==> src/rtl/core/mahsd_pkg.sv <==
// Shared types, constants and lookup tables for the MPEG audio header sync decoder.
// No dependencies; imported by every module of the block.
package mahsd_pkg;

    // Longest buffer that is scanned; later bytes of a buffer are not scanned but still yield a queue request.
    localparam longint BUFFER_BYTES = 65536;
    localparam int     SEEN_W       = $clog2(BUFFER_BYTES + 1);

    // Front-to-back queue.
    localparam int QUEUE_DEPTH = 4;
    localparam int QPTR_W      = $clog2(QUEUE_DEPTH);
    localparam int QCNT_W      = $clog2(QUEUE_DEPTH + 1);

    // Frame size divider: kbps*144000 / (rate << lsf), quotient below 2048.
    localparam int DIVIDEND_W = 26;
    localparam int DIVISOR_W  = 17;
    localparam int QUO_W      = 11;
    localparam int DSH_W      = DIVISOR_W + QUO_W - 1;
    localparam int STEP_W     = $clog2(QUO_W);
    localparam int KBPS_W     = 9;
    localparam int BYTE_SCALE = 144000;

    // Header patterns that are rejected.
    localparam logic [31:0] RIFF_WORD  = 32'h5249_4646;
    localparam logic [31:0] ID3_WORD   = 32'h4944_3320;
    localparam logic [31:0] ID3_MASK   = 32'hffff_ff00;
    localparam logic [31:0] SYNC_MASK  = 32'hffe0_0000;
    localparam logic [31:0] FFFE_MASK  = 32'hffff_0000;
    localparam logic [31:0] FFFE_WORD  = 32'hfffe_0000;

    typedef enum logic [1:0] {
        ST_SEARCH = 2'd0,
        ST_FOUND  = 2'd1,
        ST_NONE   = 2'd2
    } status_t;

    // One request from the front to the back.
    typedef struct packed {
        status_t     status;
        logic [15:0] header_offset;
        logic [31:0] header_word;
    } q_entry_t;

    typedef struct packed {
        status_t     status;
        logic [15:0] header_offset;
        logic [31:0] header_word;
        logic        low_rate_flag;
        logic        mpeg25_flag;
        logic [1:0]  channel_mode;
        logic        crc_present;
        logic [5:0]  side_info_size;
        logic [3:0]  kbps_index;
        logic [3:0]  sample_rate_index;
        logic        padding;
        logic [10:0] frame_size;
    } res_t;

    function automatic logic header_ok(input logic [31:0] w);
        logic ok;
        ok = 1'b1;
        if (w == RIFF_WORD)                         ok = 1'b0;
        if ((w & ID3_MASK) == ID3_WORD)             ok = 1'b0;
        if ((w & SYNC_MASK) != SYNC_MASK)           ok = 1'b0;
        if (w[18:17] == 2'd0)                       ok = 1'b0;
        if (w[15:12] == 4'd0 || w[15:12] == 4'd15)  ok = 1'b0;
        if (w[11:10] == 2'd3)                       ok = 1'b0;
        // version bit 19 set, layer I, protection bit set (no CRC)
        if (w[19] && w[18:17] == 2'd3 && w[16])     ok = 1'b0;
        if ((w & FFFE_MASK) == FFFE_WORD)           ok = 1'b0;
        return ok;
    endfunction

    function automatic logic [KBPS_W-1:0] kbps_lookup(input logic lsf, input logic [3:0] br);
        logic [KBPS_W-1:0] k;
        if (!lsf) begin
            case (br)
                4'd1:    k = 9'd32;
                4'd2:    k = 9'd40;
                4'd3:    k = 9'd48;
                4'd4:    k = 9'd56;
                4'd5:    k = 9'd64;
                4'd6:    k = 9'd80;
                4'd7:    k = 9'd96;
                4'd8:    k = 9'd112;
                4'd9:    k = 9'd128;
                4'd10:   k = 9'd160;
                4'd11:   k = 9'd192;
                4'd12:   k = 9'd224;
                4'd13:   k = 9'd256;
                4'd14:   k = 9'd320;
                default: k = 9'd0;
            endcase
        end else begin
            case (br)
                4'd1:    k = 9'd8;
                4'd2:    k = 9'd16;
                4'd3:    k = 9'd24;
                4'd4:    k = 9'd32;
                4'd5:    k = 9'd40;
                4'd6:    k = 9'd48;
                4'd7:    k = 9'd56;
                4'd8:    k = 9'd64;
                4'd9:    k = 9'd80;
                4'd10:   k = 9'd96;
                4'd11:   k = 9'd112;
                4'd12:   k = 9'd128;
                4'd13:   k = 9'd144;
                4'd14:   k = 9'd160;
                default: k = 9'd0;
            endcase
        end
        return k;
    endfunction

    function automatic logic [15:0] rate_lookup(input logic [3:0] sr);
        logic [15:0] r;
        case (sr)
            4'd0:    r = 16'd44100;
            4'd1:    r = 16'd48000;
            4'd2:    r = 16'd32000;
            4'd3:    r = 16'd22050;
            4'd4:    r = 16'd24000;
            4'd5:    r = 16'd16000;
            4'd6:    r = 16'd11025;
            4'd7:    r = 16'd12000;
            default: r = 16'd8000;
        endcase
        return r;
    endfunction

endpackage

==> src/rtl/core/mahsd_front.sv <==
// Front end: byte window, buffer count and header sync test; one queue request per byte.
// Depends on mahsd_pkg.
module mahsd_front import mahsd_pkg::*; (
    input  logic       aclk,
    input  logic       aresetn,
    input  logic       s_tvalid,
    output logic       s_tready,
    input  logic [7:0] s_tdata,
    input  logic       s_tuser,
    input  logic       s_tlast,
    output logic       q_push,
    output q_entry_t   q_entry,
    input  logic       q_full
);

    logic [23:0]       window_reg, window_next;
    logic [SEEN_W-1:0] seen_reg, seen_next;
    logic              done_reg, done_next;

    logic [23:0]       win_eff;
    logic [SEEN_W-1:0] seen_eff;
    logic              done_eff;
    logic              in_range;
    logic              found;
    logic [31:0]       word;
    logic [SEEN_W-1:0] offs;
    logic              accept;

    assign s_tready = !q_full;
    assign accept   = s_tvalid && s_tready;
    assign q_push   = accept;

    always_comb begin
        // a first byte starts from a cleared state
        win_eff  = s_tuser ? 24'd0 : window_reg;
        seen_eff = s_tuser ? '0 : seen_reg;
        done_eff = s_tuser ? 1'b0 : done_reg;
        in_range = seen_eff < SEEN_W'(BUFFER_BYTES);
        word     = {win_eff, s_tdata};
        found    = in_range && !done_eff && (seen_eff >= SEEN_W'(3)) && header_ok(word);
        offs     = seen_eff - SEEN_W'(3);

        window_next = win_eff;
        seen_next   = seen_eff;
        done_next   = done_eff || found;
        if (in_range) begin
            window_next = word[23:0];
            seen_next   = seen_eff + SEEN_W'(1);
        end
        if (s_tlast) begin
            window_next = 24'd0;
            seen_next   = '0;
            done_next   = 1'b0;
        end

        q_entry.header_offset = offs[15:0];
        q_entry.header_word   = word;
        if (found) begin
            q_entry.status = ST_FOUND;
        end else if (s_tlast && !done_eff) begin
            q_entry.status = ST_NONE;
        end else begin
            q_entry.status = ST_SEARCH;
        end
    end

    always_ff @(posedge aclk) begin
        if (!aresetn) begin
            window_reg <= 24'd0;
            seen_reg   <= '0;
            done_reg   <= 1'b0;
        end else if (accept) begin
            window_reg <= window_next;
            seen_reg   <= seen_next;
            done_reg   <= done_next;
        end
    end

    a_found_sets_done: assert property (@(posedge aclk) disable iff (!aresetn)
        (accept && found && !s_tlast) |=> done_reg)
        else $error("header found but done flag not set");

    a_single_hit: assert property (@(posedge aclk) disable iff (!aresetn)
        (accept && done_reg && !s_tuser) |-> (q_entry.status != ST_FOUND))
        else $error("second header reported in one buffer");

    a_last_clears: assert property (@(posedge aclk) disable iff (!aresetn)
        (accept && s_tlast) |=> (seen_reg == '0 && !done_reg))
        else $error("buffer state not cleared after last byte");

endmodule

==> src/rtl/core/mahsd_fifo.sv <==
// Short request queue between front and back ends.
// Depends on mahsd_pkg.
module mahsd_fifo import mahsd_pkg::*; (
    input  logic     aclk,
    input  logic     aresetn,
    input  logic     push,
    input  q_entry_t push_data,
    output logic     full,
    input  logic     pop,
    output q_entry_t pop_data,
    output logic     empty
);

    q_entry_t          slot_reg [QUEUE_DEPTH];
    logic [QPTR_W-1:0] wr_ptr_reg, rd_ptr_reg;
    logic [QCNT_W-1:0] count_reg;

    assign full     = count_reg == QCNT_W'(QUEUE_DEPTH);
    assign empty    = count_reg == '0;
    assign pop_data = slot_reg[rd_ptr_reg];

    always_ff @(posedge aclk) begin
        if (push) begin
            slot_reg[wr_ptr_reg] <= push_data;
        end
    end

    always_ff @(posedge aclk) begin
        if (!aresetn) begin
            wr_ptr_reg <= '0;
            rd_ptr_reg <= '0;
            count_reg  <= '0;
        end else begin
            if (push) begin
                wr_ptr_reg <= wr_ptr_reg + QPTR_W'(1);
            end
            if (pop) begin
                rd_ptr_reg <= rd_ptr_reg + QPTR_W'(1);
            end
            case ({push, pop})
                2'b10:   count_reg <= count_reg + QCNT_W'(1);
                2'b01:   count_reg <= count_reg - QCNT_W'(1);
                default: count_reg <= count_reg;
            endcase
        end
    end

    a_no_overflow: assert property (@(posedge aclk) disable iff (!aresetn)
        full |-> !push)
        else $error("push into full queue");

    a_no_underflow: assert property (@(posedge aclk) disable iff (!aresetn)
        empty |-> !pop)
        else $error("pop from empty queue");

    a_count_track: assert property (@(posedge aclk) disable iff (!aresetn)
        (push && !pop) |=> (count_reg == $past(count_reg) + QCNT_W'(1)))
        else $error("queue count lost a push");

endmodule

==> src/rtl/core/mahsd_back.sv <==
// Back end: field decode, serial frame size divider and output register.
// Depends on mahsd_pkg.
module mahsd_back import mahsd_pkg::*; (
    input  logic     aclk,
    input  logic     aresetn,
    input  q_entry_t q_data,
    input  logic     q_empty,
    output logic     q_pop,
    output logic     out_valid,
    input  logic     out_ready,
    output res_t     out_res
);

    typedef enum logic [2:0] {
        B_IDLE = 3'b001,
        B_DIV  = 3'b010,
        B_FIN  = 3'b100
    } bstate_t;

    bstate_t               state_reg;
    logic                  out_valid_reg;
    res_t                  out_res_reg;
    res_t                  hold_reg;
    logic [DIVIDEND_W-1:0] rem_reg;
    logic [DSH_W-1:0]      dsh_reg;
    logic [QUO_W-1:0]      quo_reg;
    logic [STEP_W-1:0]     step_reg;

    logic                  out_free;
    logic [31:0]           w;
    res_t                  dec;
    logic [3:0]            sr_raw;
    logic [5:0]            side_base;
    logic [DIVISOR_W-1:0]  divisor;
    logic [DIVIDEND_W-1:0] dividend;
    logic [DSH_W-1:0]      rem_ext;
    logic                  take;
    logic [QUO_W:0]        fsz_wide;
    res_t                  idle_res;
    res_t                  fin_res;

    assign out_free  = !out_valid_reg || out_ready;
    assign q_pop     = (state_reg == B_IDLE) && !q_empty && out_free;
    assign out_valid = out_valid_reg;
    assign out_res   = out_res_reg;

    // field decode of the queued word
    always_comb begin
        w   = q_data.header_word;
        dec = '0;
        dec.status        = q_data.status;
        dec.header_offset = q_data.header_offset;
        dec.header_word   = w;
        dec.mpeg25_flag   = !w[20];
        dec.low_rate_flag = w[20] ? !w[19] : 1'b1;
        dec.channel_mode  = w[7:6];
        dec.crc_present   = !w[16];
        if (dec.low_rate_flag) begin
            side_base = (w[7:6] != 2'd3) ? 6'd17 : 6'd9;
        end else begin
            side_base = (w[7:6] != 2'd3) ? 6'd32 : 6'd17;
        end
        dec.side_info_size = side_base + (dec.crc_present ? 6'd2 : 6'd0);
        dec.kbps_index     = w[15:12];
        if (dec.mpeg25_flag) begin
            sr_raw = 4'd6 + {2'b00, w[11:10]};
        end else begin
            sr_raw = {2'b00, w[11:10]} + (dec.low_rate_flag ? 4'd3 : 4'd0);
        end
        dec.sample_rate_index = (sr_raw > 4'd8) ? 4'd8 : sr_raw;
        dec.padding           = w[9];
        divisor  = DIVISOR_W'(rate_lookup(dec.sample_rate_index)) << dec.low_rate_flag;
        dividend = DIVIDEND_W'(kbps_lookup(dec.low_rate_flag, w[15:12]) * BYTE_SCALE);
    end

    assign rem_ext  = DSH_W'(rem_reg);
    assign take     = rem_ext >= dsh_reg;
    assign fsz_wide = {1'b0, quo_reg} + (QUO_W+1)'(hold_reg.padding) - (QUO_W+1)'(4);

    // result words for a plain request and for a finished header
    always_comb begin
        idle_res           = '0;
        idle_res.status    = q_data.status;
        fin_res            = hold_reg;
        fin_res.frame_size = fsz_wide[QUO_W-1:0];
    end

    always_ff @(posedge aclk) begin
        if (!aresetn) begin
            state_reg     <= B_IDLE;
            out_valid_reg <= 1'b0;
        end else begin
            unique case (state_reg)
                B_IDLE: begin
                    if (q_pop) begin
                        if (q_data.status == ST_FOUND) begin
                            state_reg <= B_DIV;
                            if (out_ready) begin
                                out_valid_reg <= 1'b0;
                            end
                        end else begin
                            out_valid_reg <= 1'b1;
                        end
                    end else if (out_ready) begin
                        out_valid_reg <= 1'b0;
                    end
                end
                B_DIV: begin
                    if (step_reg == '0) begin
                        state_reg <= B_FIN;
                    end
                    if (out_ready) begin
                        out_valid_reg <= 1'b0;
                    end
                end
                B_FIN: begin
                    if (out_free) begin
                        state_reg     <= B_IDLE;
                        out_valid_reg <= 1'b1;
                    end
                end
                default: state_reg <= B_IDLE;
            endcase
        end
    end

    always_ff @(posedge aclk) begin
        case (state_reg)
            B_IDLE: begin
                if (q_pop) begin
                    if (q_data.status == ST_FOUND) begin
                        hold_reg <= dec;
                        rem_reg  <= dividend;
                        dsh_reg  <= {divisor, (QUO_W-1)'(0)};
                        quo_reg  <= '0;
                        step_reg <= STEP_W'(QUO_W - 1);
                    end else begin
                        out_res_reg <= idle_res;
                    end
                end
            end
            B_DIV: begin
                if (take) begin
                    rem_reg <= DIVIDEND_W'(rem_ext - dsh_reg);
                end
                quo_reg  <= {quo_reg[QUO_W-2:0], take};
                dsh_reg  <= dsh_reg >> 1;
                step_reg <= step_reg - STEP_W'(1);
            end
            B_FIN: begin
                if (out_free) begin
                    out_res_reg <= fin_res;
                end
            end
            default: ;
        endcase
    end

    a_fields_zero: assert property (@(posedge aclk) disable iff (!aresetn)
        (out_valid_reg && out_res_reg.status != ST_FOUND) |->
            (out_res_reg.header_word == 32'd0 && out_res_reg.frame_size == '0))
        else $error("fields not cleared on a non-header result");

    a_no_pop_busy: assert property (@(posedge aclk) disable iff (!aresetn)
        (state_reg != B_IDLE) |-> !q_pop)
        else $error("queue popped while divider busy");

    a_fin_after_div: assert property (@(posedge aclk) disable iff (!aresetn)
        (state_reg == B_DIV && step_reg == '0) |=> (state_reg == B_FIN))
        else $error("divider did not finish after last step");

endmodule

==> src/rtl/core/mpeg_audio_header_sync_decode.sv <==
// Top level of the MPEG audio header sync decoder: front end, request queue, back end.
// Depends on mahsd_pkg, mahsd_front, mahsd_fifo, mahsd_back.
//
// Channel   Dir  tdata                        tuser           tlast
// s_        in   data_byte[7:0]               first_byte      last_byte
// m_        out  header fields, see m_tdata   status[1:0]     (none)
//
// Flow: every accepted byte yields one result. A byte that is not a found
// header skips the divider. A found header passes the back end in steps:
// a decode/load step, 11 restoring divide steps for the frame size and a
// finish step; the front keeps taking bytes meanwhile until the 4-entry
// request queue fills. Reset (aresetn low, synchronous) clears the window,
// byte count, done flag, queue and output valid. Either side may stall.
module mpeg_audio_header_sync_decode import mahsd_pkg::*; (
    input  logic        aclk,
    input  logic        aresetn,
    input  logic        s_tvalid,
    output logic        s_tready,
    input  logic [7:0]  s_tdata,   // [7:0] data_byte
    input  logic        s_tuser,   // [0] first_byte
    input  logic        s_tlast,   // last_byte
    output logic        m_tvalid,
    input  logic        m_tready,
    // [15:0] header_offset, [47:16] header_word, [48] low_rate_flag,
    // [49] mpeg25_flag, [51:50] channel_mode, [52] crc_present,
    // [58:53] side_info_size, [62:59] kbps_index, [66:63] sample_rate_index,
    // [67] padding, [78:68] frame_size, [79] zero
    output logic [79:0] m_tdata,
    output logic [1:0]  m_tuser    // [1:0] status
);

    logic     q_push, q_full, q_pop, q_empty;
    q_entry_t q_in, q_out;
    res_t     res;

    mahsd_front u_front (
        .aclk     (aclk),
        .aresetn  (aresetn),
        .s_tvalid (s_tvalid),
        .s_tready (s_tready),
        .s_tdata  (s_tdata),
        .s_tuser  (s_tuser),
        .s_tlast  (s_tlast),
        .q_push   (q_push),
        .q_entry  (q_in),
        .q_full   (q_full)
    );

    // decouples byte scanning from the serial frame size divide
    mahsd_fifo u_fifo (
        .aclk      (aclk),
        .aresetn   (aresetn),
        .push      (q_push),
        .push_data (q_in),
        .full      (q_full),
        .pop       (q_pop),
        .pop_data  (q_out),
        .empty     (q_empty)
    );

    mahsd_back u_back (
        .aclk      (aclk),
        .aresetn   (aresetn),
        .q_data    (q_out),
        .q_empty   (q_empty),
        .q_pop     (q_pop),
        .out_valid (m_tvalid),
        .out_ready (m_tready),
        .out_res   (res)
    );

    // pack result fields, from the top bit down to header_offset at bit 0
    assign m_tuser = res.status;
    assign m_tdata = {1'b0,
                      res.frame_size,
                      res.padding,
                      res.sample_rate_index,
                      res.kbps_index,
                      res.side_info_size,
                      res.crc_present,
                      res.channel_mode,
                      res.mpeg25_flag,
                      res.low_rate_flag,
                      res.header_word,
                      res.header_offset};

endmodule
==> config.mk <==
export PLATFORM = sky130hd
export DESIGN_NAME = mpeg_audio_header_sync_decode
export DESIGN_NICKNAME = d
export VERILOG_FILES = /design/src/rtl/core/mahsd_pkg.sv /design/src/rtl/core/mahsd_front.sv /design/src/rtl/core/mahsd_fifo.sv /design/src/rtl/core/mahsd_back.sv /design/src/rtl/core/mpeg_audio_header_sync_decode.sv
export SDC_FILE = /design/constraint.sdc
export NUM_CORES = 1
export LEC_CHECK = 0
export BUFFER_PORTS_ARGS = -buffer_cell sky130_fd_sc_hd__buf_2
export CAP_MARGIN = 20
export CORE_MARGIN = 4
export CORE_UTILIZATION = 50
export DETAILED_ROUTE_END_ITERATION = 10
export PLACE_DENSITY = 0.73
export SETUP_SLACK_MARGIN = 0.5
export SLEW_MARGIN = 25
export SYNTH_ARGS = -nofsm -noshare
export SYNTH_HDL_FRONTEND = slang
export SYNTH_SLANG_ARGS = --single-unit
==> constraint.sdc <==
create_clock -name aclk -period 10.2 [get_ports aclk]
set_input_delay 0 -clock aclk [delete_from_list [all_inputs] [get_ports aclk]]
set_output_delay 0 -clock aclk [all_outputs]
set_load 0.01 [all_outputs]
==> impl_metrics.csv, run 1 <==
group,metric,value,unit
route,via_count,12541,
worst_setup_path,rr_endpoint,"u_back.rem_reg[25]",
route,drc,0,
worst_setup_path,critical-path-max-stage-delay,0.71,ns
grt,grt_overflow_total,0,
route,first_pass_iters,5,
yosys,synth-edff-count,401,
job,cap_violations,0,
final_layout,fill_cells,3216,
die,num_io_pins,98,
pwr,clkPwrFrac,0.260,
worst_setup_path,cp_num_cells,19,
grt,grt_pass1_wl,67.6,mm
worst_setup_path,reg2regPathDepth,19,
route,wl_met1,18.7,mm
timing,setup_viol_count_final,0,
clock_network,cts_tree,"built",
clock_network,post_cts_buffers,0,
grt,grt_pass1_vias,12325,
pwr,leakage,8.46,nW
die,die_x,212,um
yosys,syn_area_per_cell,13.7,um^2
worst_setup_path,crit_type,"reg -> reg",
worst_setup_path,path_buf_inv,2,
die,initial_utilization,0.507,
timing,hold_violations,0,
yosys,yosys_warnings,0,
clock_network,cts_buffers,46,
pwr,p_seq_frac,0.397,
route,first_iter_violations,1168,
placed_design,hpwl,25.9,mm
die,dieArea,0.0448,mm^2
timing,finalCritPeriodShare,0.628,
route,wl_met3,2.87,mm
timing,finClkSkew,0.0398,ns
pwr,power,0.00679,W
yosys,yosysUniqueCellTypes,79,
final_layout,syn_to_final_growth,12.6,%
worst_setup_path,worstPathCellList,"buf_4 > mux4_2 > inv_1 > ha_1 > nor2_1 > o31ai_1 > ha_1 > ha_1 > fa_1 > ha_1 > ha_1 > nand2b_1 > a21boi_0 > o21ai_0 > a21oi_1 > a31o_2 > a21oi_1 > xor2_1 > mux2i_1",
pwr,comb_power_share,0.343,
final_layout,largest_register_ffs,200,
worst_setup_path,path_common_cell,"ha_1",
route,viasPerCell,5.78,
pwr,internal_power,0.00450,W
route,drtAntennaViolNets,0,
pwr,switchingPower,0.00229,W
pwr,ir_drop,0.000132,V
worst_setup_path,startpoint_type,"flop",
worst_setup_path,slowest_stage,"mux4_2",
route,wl_per_cell,19.5,um
hold_path,hold_path.class,"in -> reg",
die,rows,74,
route,wl_met2,19.9,mm
worst_setup_path,path_max_fanout,41,
timing,rsz0062_at_grt,"no",
route,routed_wl,42.3,mm
placed_design,place_congestion,0.880,
die,die_y,212,um
pwr,power.density,291,mW/mm^2
final_layout,multi_input_comb_area,0.00698,mm^2
grt,track_usage,0.190,
timing,slew-limit-headroom,0.299,
final_layout,seq_area,0.0132,mm^2
final_layout,nNetsFinal,1712,
timing,drv_slew,0,
pwr,swShare,0.337,
clock_network,h-tree-depth,2,
clock_network,clk_pin_slew,0.06,ns
yosys,syn_inst,1519,
timing,worstMarginPinSlew,1.05,ns
route,top_layer_used,"met4",
worst_setup_path,required,10.51,ns
clock_network,clock_path_buffers,3,
placed_design,port_buffers,95,
worst_setup_path,critPathCapture,"u_back.rem_reg[25]",
clock_network,cts-root-buf,"clkbuf_16",
final_layout,n_antenna_cell,0,
timing,totalNegativeSetupSlack,0,ns
clock_network,cts_sinks,456,
yosys,ys_ff_latch,456,
grt,antenna_found_initial,0,
yosys,synth-async-reset-ratio,0,
yosys,synth.cell_area,0.0207,mm^2
worst_setup_path,crit_arrival,6.71,ns
status,status,"complete, no violations",
grt,grt_max_degree,68,
clock_network,clock_latency,0.59,ns
yosys,ys_seq_area_frac,0.634,
die,core_region_area,0.0409,mm^2
timing,max_freq,0.156,GHz
yosys,ys.flop_type,"edfxtp_1",
worst_setup_path,crit_family,"adder cells",
final_layout,drive_gt1_frac,0.172,
worst_setup_path,cp-end-kind,"flop",
timing,fin_crit,6.40,ns
worst_setup_path,rrSetupSlack,3.80,ns
[final cells by class]
class	count	share of cell area
clock buffer	55	0.0534
inverter	67	0.0108
timing repair buffer	120	0.0296
tap	532	0.0285
clock inverter	31	0.0157
multi-input combinational	910	0.299
sequential	456	0.563
[timing repair]
action | CTS | global route
setup endpoints to repair | 0 | 0
resized for setup | 0 | 0
hold buffers | 11 | 0
hold endpoints to repair | 71 | 0
[cell usage in the layout (no fill, tap or decap), types with 8 or more instances in the layout]
cell type and count:
a21o_1 12, a21oi_1 67, a22oi_1 29, a31oi_1 9, and2_1 20, and3_1 69
buf_2 95, buf_4 14, clkbuf_16 47, clkinv_2 13, dfxtp_1 52, dlygate4sd3_1 11
edfxtp_1 401, fa_1 8, ha_1 89, inv_1 66, mux4_2 50, nand2_1 84
nand2b_1 21, nand3_1 16, nand4_1 14, nor2_1 95, nor2b_1 63, nor3_1 25
nor4_1 10, o21ai_0 52, o21ai_1 12, xnor2_1 27, xor2_1 21
[through the flow]
step           utilization  cell area [um^2]  hold slack, ns  worst slack, ns  instances
3_3_place_gp         0.528             21600           0.240             3.86       2074
2_1_floorplan            -             20700          0.0989             2.92       1520
3_5_place_dp         0.529             21600           0.246             3.73       2074
6_report             0.571             23400           0.201             3.80       2171
4_1_cts              0.571             23400           0.159             3.70       2171
5_1_grt              0.571             23400           0.175             3.16       2171
[worst reg2reg max path: cells and delay by family (launching register included)]
| family | cells | cell delay [ns] |
|---|---|---|
| and+or+nand+nor | 2 | 0.15 |
| DFF | 1 | 0.49 |
| AOI/OAI and AO/OA | 6 | 1.67 |
| muxes | 2 | 0.81 |
| buffers and inverters | 2 | 0.88 |
| adders and majority gates | 6 | 1.95 |
| xor gates and xnor gates | 1 | 0.15 |
[kinds of logic (layout without fill, tap and decap cells)]
family / count (synthesis) / in the layout / share of synthesized area
AOI/OAI and AO/OA: 247 / 247 / 0.0775
xor gates and xnor gates: 48 / 48 / 0.0203
muxes: 57 / 57 / 0.0577
DFF: 456 / 456 / 0.634
and+or+nand+nor: 459 / 459 / 0.117
buffers and inverters: 154 / 273 / 0.0324
other: 1 / 2 / 0.000181
adders and majority gates: 97 / 97 / 0.0614
[power groups by stage]
stage | Combinational, W | Sequential [W] | Clock, W
after floorplan | 0.00162 | 0.00282 | 0
after global placement | 0.00229 | 0.00272 | 0
after detailed placement | 0.00233 | 0.00273 | 0
after CTS | 0.00235 | 0.00270 | 0.00180
after global routing | 0.00262 | 0.00273 | 0.00189
final | 0.00233 | 0.00269 | 0.00177
[how the worst min path moves through the flow]
stage,start,endpoint,slack [ns],cells past startpoint
3_3_place_gp,s_tdata[7],u_fifo.slot_reg[2][7],0.24,1
3_5_place_dp,s_tdata[7],u_fifo.slot_reg[2][7],0.25,1
2_1_floorplan,s_tdata[0],u_fifo.slot_reg[0][0],0.1,0
5_1_grt,s_tdata[2],u_fifo.slot_reg[2][2],0.18,2
6_report,s_tvalid,u_fifo.wr_ptr_reg[1],0.20,4
4_1_cts,s_tvalid,u_front.seen_reg[15],0.16,4
[synthesized netlist by cell type, types with 4 or more instances]
library cell	n	share of area
o21ai_1	12	0.0029
nand4_1	14	0.0042
xnor2_1	27	0.011
nand2b_1	21	0.0063
buf_4	13	0.0047
a31oi_1	9	0.0027
nor4_1	10	0.0030
and3_1	73	0.022
or2_2	4	0.0012
and2_1	20	0.0060
edfxtp_1	401	0.58
nand2_1	84	0.015
nor2b_1	63	0.019
nand3_1	16	0.0039
mux2i_1	6	0.0029
o21bai_1	5	0.0018
or3_1	5	0.0015
a21oi_1	67	0.016
buf_6	4	0.0022
o21a_1	4	0.0014
xor2_1	21	0.0089
a21o_1	12	0.0043
o211ai_1	6	0.0022
inv_1	66	0.012
nor3_1	25	0.0060
buf_2	12	0.0029
dfxtp_1	55	0.053
a22oi_1	29	0.010
a211oi_1	8	0.0029
mux4_2	50	0.054
fa_1	8	0.0077
nor3b_1	6	0.0022
clkbuf_1	56	0.010
o21ai_0	53	0.013
nor2_1	98	0.018
ha_1	89	0.054
[per-layer routing]
metal | vias to the layer above | global-route usage
li1 | 5841 | -
met1 | 6165 | 0.272
met2 | 469 | 0.304
met3 | 66 | 0.0387
met4 | 0 | 0.0435
met5 | - | 0
(Power assumes the default switching activity.)
==> run 2: changes to the inputs <==
clock period = 6.6 ns   (was 10.2 ns; I/O delays follow)
==> run 2 against run 1 <==
Net effect:
- clock power increased by 43%
- final area decreased by 0.24%
- sequential cell count unchanged
- first-iteration DRC count decreased by 5.8%
- total power increased by 53%
- register-to-register slack got worse by 2.9 ns
- die area unchanged
- critical path type unchanged
- critical endpoint unchanged
- largest cell class unchanged
- largest power group unchanged
==> impl_metrics.csv, run 2 (synthesis results as in run 1) <==
group,metric,value,unit
worst_setup_path,rrSetupSlack,0.89,ns
placed_design,place_area,0.0217,mm^2
final_layout,mostFrequentLayoutCell,"edfxtp_1",
worst_setup_path,critical-path-max-stage-delay,0.65,ns
die,dieArea,0.0448,mm^2
route,drtAntennaViolNets,0,
clock_network,cts-root-buf,"clkbuf_16",
worst_setup_path,path_max_fanout,9,
worst_setup_path,path_common_cell,"ha_1",
timing,fin_crit,5.71,ns
pwr,leakage,8.42,nW
final_layout,layout_common_cells,"401 x edfxtp_1, 95 x buf_2, 94 x nor2_1",
worst_setup_path,required,6.90,ns
timing,hold_violations,0,
clock_network,cts_sinks,456,
clock_network,post_cts_buffers,0,
final_layout,syn_to_final_growth,12.3,%
worst_setup_path,worstPathCellList,"mux4_2 > inv_1 > ha_1 > nor2_1 > o311ai_0 > o31ai_2 > ha_1 > ha_1 > fa_1 > ha_1 > ha_1 > nand2b_1 > a21boi_0 > o21ai_0 > a21oi_1 > a31o_2 > a21oi_1 > xor2_1 > mux2i_1",
grt,grt_overflow_total,0,
clock_network,cts_tree,"built",
timing,totalNegativeSetupSlack,0,ns
placed_design,place_congestion,0.874,
pwr,p_seq_frac,0.397,
clock_network,h-tree-depth,2,
pwr,internal_power,0.00684,W
final_layout,largest_register_ffs,200,
timing,finClkSkew,0.0300,ns
timing,max_freq,0.175,GHz
pwr,ir_drop,0.000278,V
final_layout,nNetsFinal,1716,
worst_setup_path,slowest_stage,"mux4_2",
die,die_x,212,um
placed_design,place_ws,0.824,ns
pwr,power,0.0104,W
worst_setup_path,crit_arrival,6.01,ns
pwr,power.density,446,mW/mm^2
die,num_io_pins,98,
clock_network,clock_path_buffers,3,
timing,finalCritPeriodShare,0.865,
route,first_iter_violations,1100,
timing,fin_ws,0.891,ns
route,routed_wl,43.2,mm
pwr,comb_power_share,0.359,
die,rows,74,
job,cap_violations,0,
timing,rsz0062_at_grt,"no",
grt,track_usage,0.192,
route,first_pass_iters,5,
clock_network,clock_latency,0.59,ns
pwr,clkPwrFrac,0.243,
timing,drv_slew,0,
timing,worstMarginPinSlew,1.02,ns
placed_design,port_buffers,95,
status,status,"complete, no violations",
route,wl_per_cell,19.9,um
hold_path,hold_path.class,"in -> reg",
placed_design,hpwl,27.2,mm
final_layout,design_area,0.0233,mm^2
die,initial_utilization,0.507,
timing,setup_viol_count_final,0,
route,via_count,12484,
clock_network,cts_buffers,45,
clock_network,clk_pin_slew,0.07,ns
die,die_y,212,um
die,core_region_area,0.0409,mm^2
timing,slew-limit-headroom,0.318,
final_layout,drive_gt1_frac,0.168,
pwr,swShare,0.341,
worst_setup_path,cp-end-kind,"flop",
grt,grt_max_degree,68,
final_layout,fill_cells,3219,
route,drc,0,
grt,antenna_found_initial,1,
worst_setup_path,startpoint_type,"flop",
pwr,switchingPower,0.00355,W
worst_setup_path,crit_type,"reg -> reg",
grt,grt_pass1_vias,12294,
grt,grt_pass1_wl,67.8,mm
route,viasPerCell,5.75,
run 2: cell types whose count changed in the layout (fill, tap and decap cells not counted), sizes merged:
| cell | previous run | this run |
|---|---|---|
| buf | 109 | 114 |
| bufinv | 6 | 4 |
| clkinv | 20 | 18 |
| diode | 0 | 1 |
run 2: critical path, delay by kind of cell, from the launching register on:
kind / cells / cell delay (ns)
xor gates and xnor gates: 1 / 0.16
and+or+nand+nor: 2 / 0.17
adders and majority gates: 6 / 2.00
AOI/OAI and AO/OA: 7 / 1.74
DFF: 1 / 0.43
buffers and inverters: 1 / 0.20
muxes: 2 / 0.73
run 2: routing by layer:
layer	vias to the layer above	wire length (um)	global-route usage
met5	-	0	0
met4	0	826	0.0460
met3	61	2570	0.0373
met2	395	20800	0.316
met1	6185	19000	0.268
li1	5843	-	-
run 2: through the flow:
step,cells,hold WS (ns),utilization
4_1_cts,2169,0.153,0.567
2_1_floorplan,1520,0.0989,-
6_report,2173,0.177,0.569
5_1_grt,2173,0.210,0.569
3_5_place_dp,2076,0.257,0.529
3_3_place_gp,2076,0.251,0.529
run 2: final timing paths:
| path | startpoint | endpoint | cells after the start |
|---|---|---|---|
| max reg2reg | flop | u_back.rem_reg[25] | 19 |
| max | flop | u_back.rem_reg[25] | 19 |
| min reg2reg | u_fifo.wr_ptr_reg[1] | u_fifo.wr_ptr_reg[1] | 2 |
| min | s_tuser | u_fifo.slot_reg[1][14] | 2 |
run 2: what timing repair did:
action,in CTS,in global routing
gates resized for setup,0,3
endpoints found under the setup margin,0,2
endpoints found under the hold margin,70,0
hold buffers,11,0
run 2: area by class of cell:
cell class / count / area (um^2) / area share
Clock inverter: 27 / 264 / 0.0113
Inverter: 67 / 251 / 0.0108
Multi-Input combinational cell: 910 / 6990 / 0.300
Tap cell: 532 / 666 / 0.0286
Sequential cell: 456 / 13100 / 0.564
Antenna cell: 1 / 2.50 / 0.000107
Clock buffer: 55 / 1180 / 0.0509
Timing Repair Buffer: 125 / 788 / 0.0338
run 2: power groups by stage:
stage	sequential (W)	combinational [W]	clock [W]
after CTS	0.00414	0.00372	0.00258
final	0.00413	0.00373	0.00253
after floorplan	0.00433	0.00251	0
after global routing	0.00418	0.00418	0.00270
after detailed placement	0.00419	0.00368	0
after global placement	0.00417	0.00363	0
==> run 3: changes to the inputs <==
CTS_BUF_LIST = sky130_fd_sc_hd__clkbuf_2 sky130_fd_sc_hd__clkbuf_4 sky130_fd_sc_hd__clkbuf_8   (was unset)
==> run 3 against run 2 <==
Net effect:
- critical path depth did not move
- combinational power is essentially flat
- global-route usage shrank 0.16 points
- die area unchanged
- hold slack got worse by 0.039 ns
- highest routed layer unchanged
==> impl_metrics.csv, run 3 (synthesis results as in run 1) <==
group,metric,value,unit
status,status,"complete, no violations",
clock_network,cts_buffers,75,
worst_setup_path,required,6.94,ns
worst_setup_path,crit_family,"adder cells",
final_layout,design_area,0.0234,mm^2
timing,hold_violations,0,
timing,totalNegativeSetupSlack,0,ns
grt,grt_pass1_wl,67.2,mm
timing,fin_crit,5.70,ns
clock_network,clock_path_buffers,3,
die,rows,74,
clock_network,h-tree-depth,3,
clock_network,post_cts_buffers,0,
clock_network,clock_latency,0.63,ns
route,drc,0,
die,num_io_pins,98,
route,routed_wl,42.5,mm
clock_network,clk_pin_slew,0.06,ns
pwr,ir_drop,0.000298,V
timing,drv_slew,0,
worst_setup_path,slowest_stage,"mux4_2",
final_layout,mostFrequentLayoutCell,"edfxtp_1",
route,viasPerCell,5.65,
grt,track_usage,0.190,
timing,rsz0062_at_grt,"no",
route,drtAntennaViolNets,0,
timing,finalCritPeriodShare,0.863,
die,dieArea,0.0448,mm^2
worst_setup_path,critical-path-max-stage-delay,0.65,ns
final_layout,utilization,0.571,
grt,grt_pass1_vias,12493,
placed_design,place_area,0.0217,mm^2
die,core_region_area,0.0409,mm^2
timing,max_freq,0.176,GHz
worst_setup_path,cp-end-kind,"flop",
clock_network,cts_sinks,456,
placed_design,place_congestion,0.874,
timing,setup_viol_count_final,0,
route,first_iter_violations,983,
worst_setup_path,path_buf_inv,1,
final_layout,layout_common_cells,"401 x edfxtp_1, 95 x buf_2, 94 x nor2_1",
grt,antenna_found_initial,0,
grt,grt_overflow_total,0,
worst_setup_path,crit_type,"reg -> reg",
clock_network,cts_tree,"built",
hold_path,hold_start,"s_tvalid",
timing,finClkSkew,0.0451,ns
final_layout,drive_gt1_frac,0.198,
worst_setup_path,path_common_cell,"ha_1",
final_layout,syn_to_final_growth,12.7,%
final_layout,largest_register_ffs,200,
die,die_y,212,um
final_layout,n_antenna_cell,0,
route,via_count,12587,
pwr,power.density,443,mW/mm^2
timing,slew-limit-headroom,0.277,
final_layout,nNetsFinal,1745,
route,wl_per_cell,19.1,um
job,cap_violations,0,
die,die_x,212,um
clock_network,cts-root-buf,"clkbuf_8",
timing,fin_hold_ws,0.138,ns
pwr,leakage,8.53,nW
placed_design,port_buffers,95,
worst_setup_path,worstPathCellList,"mux4_2 > inv_1 > ha_1 > nor2_1 > o311ai_0 > o31ai_2 > ha_1 > ha_1 > fa_1 > ha_1 > ha_1 > nand2b_1 > a21boi_0 > o21ai_0 > a21oi_1 > a31o_2 > a21oi_1 > xor2_1 > mux2i_1",
worst_setup_path,path_max_fanout,9,
worst_setup_path,startpoint_type,"flop",
placed_design,hpwl,27.2,mm
pwr,power,0.0104,W
worst_setup_path,crit_arrival,6.04,ns
route,first_pass_iters,6,
hold_path,hold_path.class,"in -> reg",
timing,worstMarginPinSlew,1.08,ns
die,initial_utilization,0.507,
grt,grt_max_degree,68,
## run 3: cell count changes in the layout (fill, tap and decap cells not counted), moves of 2 or more
cell	change
clkbuf_4	+26
clkbuf_16	-46
clkinvlp_4	-2
clkinv_2	+3
clkbuf_1	-9
clkbuf_8	+79
clkinv_1	+5
## run 3: worst paths after layout
check,to,slack [ns],cells past startpoint
min reg2reg,u_back.out_valid,0.51,2
max reg2reg,u_back.rem_reg[25],0.90,19
max,u_back.rem_reg[25],0.90,19
min,u_fifo.wr_ptr_reg[1],0.14,4
## run 3: cell type report
| cell class | count | area [um^2] |
|---|---|---|
| clock buffers | 105 | 1280 |
| clock inverters | 33 | 269 |
| fillers | 3222 | 17500 |
| inverters | 67 | 251 |
| multi-input cells | 910 | 7000 |
| flip-flops and latches | 456 | 13100 |
| well taps | 532 | 666 |
| repair buffers | 124 | 761 |
## run 3: power breakdown
group | internal (W) | switching (W) | total, W
clock network | 0.00142 | 0.00109 | 0.00251
registers | 0.00396 | 0.000168 | 0.00413
logic | 0.00144 | 0.00228 | 0.00373
## run 3: routing by layer
layer,GRT usage,routed length [um],vias to the layer above
met5,0,0,-
li1,-,-,5925
met4,0.0613,984,0
met1,0.260,18600,6142
met3,0.0402,2710,75
met2,0.309,20200,445
## run 3: through the flow
stage | cells | worst slack, ns
2_1_floorplan | 1520 | 1.34
3_3_place_gp | 2076 | 0.882
3_5_place_dp | 2076 | 0.824
4_1_cts | 2225 | 0.790
5_1_grt | 2227 | 0.565
6_report | 2227 | 0.902
## run 3: worst min-delay path: cells and delay by family
family | cells | cell delay (ns)
buffers and inverters | 1 | 0.13
AND/OR/NAND/NOR | 2 | 0.51
AO/OA/AOI/OAI | 1 | 0.06
## run 3: what timing repair did
action,CTS,global route
resized for setup,0,4
endpoints found under the hold margin,74,0
setup endpoints to repair,0,2
hold buffers,11,0
